--- config.mk ---
export PLATFORM = sky130hd
export DESIGN_NAME = miu_decode
export DESIGN_NICKNAME = d
export VERILOG_FILES = /design/src/rtl/miu_pkg.sv /design/src/rtl/miu_decode.sv
export SDC_FILE = /design/constraint.sdc
export NUM_CORES = 1
export LEC_CHECK = 0
export ABC_AREA = 1
export BUFFER_PORTS_ARGS = -buffer_cell sky130_fd_sc_hd__buf_4
export CAP_MARGIN = 20
export CORE_ASPECT_RATIO = 0.9
export CORE_MARGIN = 2
export CORE_UTILIZATION = 37
export DETAILED_ROUTE_END_ITERATION = 8
export PLACE_DENSITY = 0.61
export SLEW_MARGIN = 10
export SYNTH_ARGS = -nofsm -noshare
export SYNTH_HDL_FRONTEND = slang
export SYNTH_SLANG_ARGS = --single-unit
--- constraint.sdc ---
create_clock -name clk -period 8.4 [get_ports clk]
set_input_delay 0.42 -clock clk [delete_from_list [all_inputs] [get_ports clk]]
set_output_delay 0.42 -clock clk [all_outputs]
set_load 0.03 [all_outputs]
--- src/rtl/miu_pkg.sv ---
// Shared types, opcodes and function codes of the integer execute unit.
package miu_pkg;

    localparam logic [5:0] OP_SPECIAL = 6'h00;
    localparam logic [5:0] OP_ADDI    = 6'h08;
    localparam logic [5:0] OP_ADDIU   = 6'h09;
    localparam logic [5:0] OP_SLTI    = 6'h0A;
    localparam logic [5:0] OP_SLTIU   = 6'h0B;
    localparam logic [5:0] OP_ANDI    = 6'h0C;
    localparam logic [5:0] OP_ORI     = 6'h0D;
    localparam logic [5:0] OP_XORI    = 6'h0E;
    localparam logic [5:0] OP_LUI     = 6'h0F;

    localparam logic [5:0] FN_SLL   = 6'h00;
    localparam logic [5:0] FN_SRL   = 6'h02;
    localparam logic [5:0] FN_SRA   = 6'h03;
    localparam logic [5:0] FN_SLLV  = 6'h04;
    localparam logic [5:0] FN_SRLV  = 6'h06;
    localparam logic [5:0] FN_SRAV  = 6'h07;
    localparam logic [5:0] FN_MFHI  = 6'h10;
    localparam logic [5:0] FN_MTHI  = 6'h11;
    localparam logic [5:0] FN_MFLO  = 6'h12;
    localparam logic [5:0] FN_MTLO  = 6'h13;
    localparam logic [5:0] FN_MULT  = 6'h18;
    localparam logic [5:0] FN_MULTU = 6'h19;
    localparam logic [5:0] FN_DIV   = 6'h1A;
    localparam logic [5:0] FN_DIVU  = 6'h1B;
    localparam logic [5:0] FN_ADD   = 6'h20;
    localparam logic [5:0] FN_ADDU  = 6'h21;
    localparam logic [5:0] FN_SUB   = 6'h22;
    localparam logic [5:0] FN_SUBU  = 6'h23;
    localparam logic [5:0] FN_AND   = 6'h24;
    localparam logic [5:0] FN_OR    = 6'h25;
    localparam logic [5:0] FN_XOR   = 6'h26;
    localparam logic [5:0] FN_NOR   = 6'h27;
    localparam logic [5:0] FN_SLT   = 6'h2A;
    localparam logic [5:0] FN_SLTU  = 6'h2B;

    localparam logic [31:0] SIGN32 = 32'h8000_0000;
    localparam logic [31:0] ALL32  = 32'hFFFF_FFFF;

    localparam int QDEPTH = 2;

    typedef enum logic [4:0] {
        K_ALU, K_MFHI, K_MFLO, K_MTHI, K_MTLO,
        K_MULT, K_MULTU, K_DIV, K_DIVU, K_UNSUP
    } kind_t;

    typedef enum logic [3:0] {
        A_SLL, A_SRL, A_SRA, A_ADD, A_SUB, A_AND, A_OR, A_XOR, A_NOR,
        A_SLT, A_SLTU, A_LUI
    } aluop_t;

    // One decoded instruction as it travels through the queue.
    typedef struct packed {
        kind_t       kind;
        aluop_t      aluop;
        logic        trap_chk;
        logic        use_imm;
        logic        var_shift;
        logic [4:0]  rs;
        logic [4:0]  rt;
        logic [4:0]  dest;
        logic [4:0]  shamt;
        logic [31:0] imm;
    } dec_t;

    typedef enum logic [2:0] {
        S_IDLE, S_READ, S_MUL1, S_MUL2, S_DIV, S_DONE
    } state_t;

endpackage

--- src/rtl/miu_decode.sv ---
// Front end: accepts instruction words, decodes them and queues them.
module miu_decode (
    input  logic             clk,
    input  logic             rst_n,
    input  logic             valid_in,
    output logic             ready_in,
    input  logic [31:0]      instr_word,
    output logic             q_valid,
    input  logic             q_pop,
    output miu_pkg::dec_t    q_data
);

    localparam int PW = $clog2(miu_pkg::QDEPTH);

    miu_pkg::dec_t q_mem [miu_pkg::QDEPTH];
    logic [PW-1:0] wr_ptr_reg, rd_ptr_reg;
    logic [PW:0]   count_reg;
    miu_pkg::dec_t d;

    logic [5:0] op, fn;
    logic [31:0] simm, zimm;

    always_comb
    begin
        op   = instr_word[31:26];
        fn   = instr_word[5:0];
        simm = {{16{instr_word[15]}}, instr_word[15:0]};
        zimm = {16'h0000, instr_word[15:0]};
        d.kind      = miu_pkg::K_ALU;
        d.aluop     = miu_pkg::A_ADD;
        d.trap_chk  = 1'b0;
        d.use_imm   = 1'b0;
        d.var_shift = 1'b0;
        d.rs        = instr_word[25:21];
        d.rt        = instr_word[20:16];
        d.dest      = instr_word[15:11];
        d.shamt     = instr_word[10:6];
        d.imm       = simm;
        if (op == miu_pkg::OP_SPECIAL)
        begin
            case (fn)
                miu_pkg::FN_SLL:   d.aluop = miu_pkg::A_SLL;
                miu_pkg::FN_SRL:   d.aluop = miu_pkg::A_SRL;
                miu_pkg::FN_SRA:   d.aluop = miu_pkg::A_SRA;
                miu_pkg::FN_SLLV:  begin d.aluop = miu_pkg::A_SLL; d.var_shift = 1'b1; end
                miu_pkg::FN_SRLV:  begin d.aluop = miu_pkg::A_SRL; d.var_shift = 1'b1; end
                miu_pkg::FN_SRAV:  begin d.aluop = miu_pkg::A_SRA; d.var_shift = 1'b1; end
                miu_pkg::FN_MFHI:  d.kind = miu_pkg::K_MFHI;
                miu_pkg::FN_MTHI:  d.kind = miu_pkg::K_MTHI;
                miu_pkg::FN_MFLO:  d.kind = miu_pkg::K_MFLO;
                miu_pkg::FN_MTLO:  d.kind = miu_pkg::K_MTLO;
                miu_pkg::FN_MULT:  d.kind = miu_pkg::K_MULT;
                miu_pkg::FN_MULTU: d.kind = miu_pkg::K_MULTU;
                miu_pkg::FN_DIV:   d.kind = miu_pkg::K_DIV;
                miu_pkg::FN_DIVU:  d.kind = miu_pkg::K_DIVU;
                miu_pkg::FN_ADD:   begin d.aluop = miu_pkg::A_ADD; d.trap_chk = 1'b1; end
                miu_pkg::FN_ADDU:  d.aluop = miu_pkg::A_ADD;
                miu_pkg::FN_SUB:   begin d.aluop = miu_pkg::A_SUB; d.trap_chk = 1'b1; end
                miu_pkg::FN_SUBU:  d.aluop = miu_pkg::A_SUB;
                miu_pkg::FN_AND:   d.aluop = miu_pkg::A_AND;
                miu_pkg::FN_OR:    d.aluop = miu_pkg::A_OR;
                miu_pkg::FN_XOR:   d.aluop = miu_pkg::A_XOR;
                miu_pkg::FN_NOR:   d.aluop = miu_pkg::A_NOR;
                miu_pkg::FN_SLT:   d.aluop = miu_pkg::A_SLT;
                miu_pkg::FN_SLTU:  d.aluop = miu_pkg::A_SLTU;
                default:           d.kind = miu_pkg::K_UNSUP;
            endcase
        end
        else
        begin
            d.dest    = instr_word[20:16];
            d.use_imm = 1'b1;
            case (op)
                miu_pkg::OP_ADDI:  begin d.aluop = miu_pkg::A_ADD; d.trap_chk = 1'b1; end
                miu_pkg::OP_ADDIU: d.aluop = miu_pkg::A_ADD;
                miu_pkg::OP_SLTI:  d.aluop = miu_pkg::A_SLT;
                miu_pkg::OP_SLTIU: d.aluop = miu_pkg::A_SLTU;
                miu_pkg::OP_ANDI:  begin d.aluop = miu_pkg::A_AND; d.imm = zimm; end
                miu_pkg::OP_ORI:   begin d.aluop = miu_pkg::A_OR;  d.imm = zimm; end
                miu_pkg::OP_XORI:  begin d.aluop = miu_pkg::A_XOR; d.imm = zimm; end
                miu_pkg::OP_LUI:   begin d.aluop = miu_pkg::A_LUI; d.imm = zimm; end
                default:           d.kind = miu_pkg::K_UNSUP;
            endcase
        end
    end

    logic push;
    assign ready_in = (count_reg != miu_pkg::QDEPTH[PW:0]);
    assign push     = valid_in && ready_in;
    assign q_valid  = (count_reg != '0);
    assign q_data   = q_mem[rd_ptr_reg];

    always_ff @(posedge clk)
    begin
        if (push)
            q_mem[wr_ptr_reg] <= d;
    end

    always_ff @(posedge clk or negedge rst_n)
    begin
        if (!rst_n)
        begin
            wr_ptr_reg <= '0;
            rd_ptr_reg <= '0;
            count_reg  <= '0;
        end
        else
        begin
            if (push)
                wr_ptr_reg <= wr_ptr_reg + 1'b1;
            if (q_pop)
                rd_ptr_reg <= rd_ptr_reg + 1'b1;
            count_reg <= count_reg + {{PW{1'b0}}, push} - {{PW{1'b0}}, q_pop};
        end
    end

    a_no_overrun: assert property (@(posedge clk) disable iff (!rst_n)
        count_reg <= miu_pkg::QDEPTH[PW:0])
        else $error("decode queue overrun");
    a_pop_valid: assert property (@(posedge clk) disable iff (!rst_n)
        q_pop |-> q_valid)
        else $error("pop from empty decode queue");
    a_full_count: assert property (@(posedge clk) disable iff (!rst_n)
        (push && !q_pop) |=> count_reg == $past(count_reg) + 1'b1)
        else $error("queue count lost a push");

endmodule

==> key figures <==
Status
  • Status: finished clean

Logic synthesis
  • Area share of the largest cell type after synthesis: between 60% and 70%
  • Synth async-reset ratio: ~4.4%
  • Largest family of logic cells by synthesized area: simple AND/OR/NAND/NOR gates
  • Compound-Gate Fraction of Synth Area: approximately 1.8%
  • Mapped cell area: 0.00406 mm^2
  • Xor/xnor share of the synthesized area: less than 1%
  • #FFs+latches synth: 90
  • Synth cell types: 29
  • Post-synthesis mux area share: 11.9%
  • Most frequent cells after synthesis: 86 x edfxtp_1, 45 x nand2_1, 43 x mux2_2
  • Post-synth EDFFs: 86
  • Synth Area in Adders: less than 1%
  • Synth Area in Simple Gates: about 12%
  • Gate Count Post-Synth: between 300 and 400
  • Top post-synthesis cells by area: edfxtp_1 64%, mux2_2 12%, nand2_1 4.2%
  • Synth warn: 0
  • Synthesized Nets: about 340
  • Most frequent cell after synthesis: edfxtp_1
  • Synth Flop Type: edfxtp_1
  • Syn Area/Cell: about 13 um^2
  • Seq/Total Area, Yosys: between 60% and 70%
  • Synth area leader: edfxtp_1

STA
  • Min Hold Slack: around 280 ps
  • Final Cycle Share: 30.4%
  • Worst Skew: just over 4 ps
  • Fin Setup TNS: 0 ps
  • Setup WS post-layout: ~5800 ps
  • Slew margin rel.: ~31%
  • RSZ-0062 raised after global routing: false
  • F_max: about 390 MHz
  • Fin. max-slew vios: 0
  • Hold Vio Cnt, Final: 0
  • Slew @ Worst Pin: slightly above 1000 ps
  • Final min period: between 2000 and 3000 ps
  • # setup viols final: 0

Global routing
  • Antenna violations before repair: 0
  • Total track usage: a little over an eighth
  • First-pass GRT wire length: 11.8 mm
  • Global route overflow: 0
  • Number of global-route vias before repair: around 2500
  • Largest net degree at the start of global routing: 45

Route
  • Via Count: ~2500
  • Router iterations before antenna repair: 4
  • Routed WL: 7.59 mm
  • Avg WL per Cell: about 14 um
  • Iteration-0 DRC Markers: approximately 140
  • DRC: 0
  • Vias/cell: around 4.7
  • Post-DRT Antenna Nets: 0

CTS
  • Worst skew pair latency: ~320 ps
  • CTS tree: built
  • CTS HTree Levels: 3
  • Clk sink count: 90
  • Num CTS Buffers: 9
  • Post-cts sizing count: 0
  • Clk buf depth: 2
  • Root Driver: clkbuf_16
  • Clock-pin slew on the worst setup and hold paths: 60 ps

Setup path
  • Kind of critical path: reg -> out
  • CP endpoint kind: primary output
  • Kind of start point of the critical path: flop
  • Critical path's largest stage delay: 1050 ps
  • Register-to-register path setup slack: 6450 ps
  • Crit-path max FO: 44
  • Critical R2R Launch: count_reg[1]$_DFF_PN0_
  • Crit-path cells: mux2_2, buf_4
  • R2r worst-path depth: 4
  • Worst Path Arrival: approximately 2100 ps
  • Max stage delay cell, worst path: dfrtp_2
  • R2r endpoint: q_mem[1][45]$_DFFE_PP_
  • Worst path required time: between 7000 and 8000 ps

Floorplanning
  • Die Y: 103 um
  • Io pins: approximately 100
  • Die area: 0.0118 mm^2
  • Starting Density: 37.7%
  • Area of the core: around 0.011 mm^2
  • Die width: roughly 110 um
  • Row Count: 36

Layout
  • Fillers: just under 1000
  • Net count, final: around 430
  • Layout Cells excl Fill: about 530
  • # diodes: 0
  • Area of the multi-input gates: 0.00112 mm^2
  • Area grow syn2layout: 25.9%
  • Max FFs per register: 86
  • Share of cells above drive strength 1: approximately half
  • Register area: about 0.0027 mm^2

Pwr
  • Power Total: ~0.0018 W
  • Pwr Density: roughly 360 mW/mm^2
  • Worst VDD drop: 0.109 mV
  • Cell leakage power: around 2.0 nW

Placed design
  • RD Place Congestion: between 0.8 and 0.9
  • Post-place setup slack: slightly above 6000 ps
  • Placed cell count: 511
  • I/O Buffers: 100
  • Dpl hpwl: 5.08 mm

Worst hold path
  • Min-Delay Path Class: in -> reg
  • Hold Startpoint: instr_word[9]
  • Hold endpoint: q_mem[0][35]$_DFFE_PP_
  • Hold Crit Depth: 1

Run
  • Max-cap violations: 0
[per-stage QoR]
step / cell area, um^2 / util, %
floorplan: 4060 / -
global placement: 4810 / 44.7
detailed placement: 4810 / 44.7
CTS: 5110 / 47.4
global route: 5110 / 47.4
finish: 5110 / 47.4
[layout by cell type (no fill, tap or decap), types with 2 or more instances in the layout]
master and n:
a21oi_1 5, xnor2_1 2, nor2_2 9, inv_1 14
nand2_1 45, buf_4 102, nand2_2 8, nor2_1 21
ha_1 2, dfrtp_1 3, nor3_1 3, mux2_2 43
edfxtp_1 86, clkbuf_16 9, nor2_4 4, inv_2 6
nand3_1 11, clkinv_2 3, o21ai_0 3
[cell type report]
class                           count  share of cell area, %
Inverter                           20                   1.47
Timing Repair Buffer              103                   15.2
Tap cell                          133                   3.26
Sequential cell                    90                   52.6
Clock buffer                       10                   4.48
Clock inverter                      6                   1.13
Multi-Input combinational cell    166                   21.9
[kinds of logic after synthesis]
logic type,after synthesis
AOI/OAI and AO/OA,12
xor gates and xnor gates,3
adders and majority gates,2
buffers and inverters,47
DFF,90
muxes,43
other,1
and+or+nand+nor,105
[metal layers]
metal	vias up	part of all wire [%]	GRT usage, %
met3	8	5.3	2.97
met4	0	1.2	5.16
met1	1183	44	16.3
li1	1207	-	-
met2	82	49	22.9
met5	-	0	0
[power breakdown]
group          internal, W  switching, W  leakage (nW)
registers         0.000610     0.0000642         0.837
clock network     0.000228      0.000155         0.144
logic             0.000300      0.000465          1.01
total              0.00114      0.000684          1.99
[how the worst max path moves through the flow]
| stage | to | from | slack (ps) |
|---|---|---|---|
| final | q_data[31] | rd_ptr_reg$_DFFE_PN0P_ | 5850 |
| after global routing | q_data[28] | rd_ptr_reg$_DFFE_PN0P_ | 5690 |
| after CTS | q_data[19] | rd_ptr_reg$_DFFE_PN0P_ | 5760 |
| after detailed placement | q_data[19] | rd_ptr_reg$_DFFE_PN0P_ | 6120 |
| after global placement | q_data[30] | rd_ptr_reg$_DFFE_PN0P_ | 6150 |
| after floorplan | q_mem[1][0]$_DFFE_PP_ | count_reg[1]$_DFF_PN0_ | 5310 |
[what timing repair did]
action / 4_1_cts / 5_1_grt
buffers inserted: 0 / 0
setup endpoints to repair: 0 / 0
endpoints found under the hold margin: 4 / 0
hold buffers: 1 / 0
[critical path, delay by kind of cell, from the launching register on]
| kind | cells | cell delay, ps |
|---|---|---|
| buffers and inverters | 1 | 210 |
| flip-flops | 1 | 1050 |
| multiplexers | 1 | 540 |
Power figures use the tool's default switching activity.
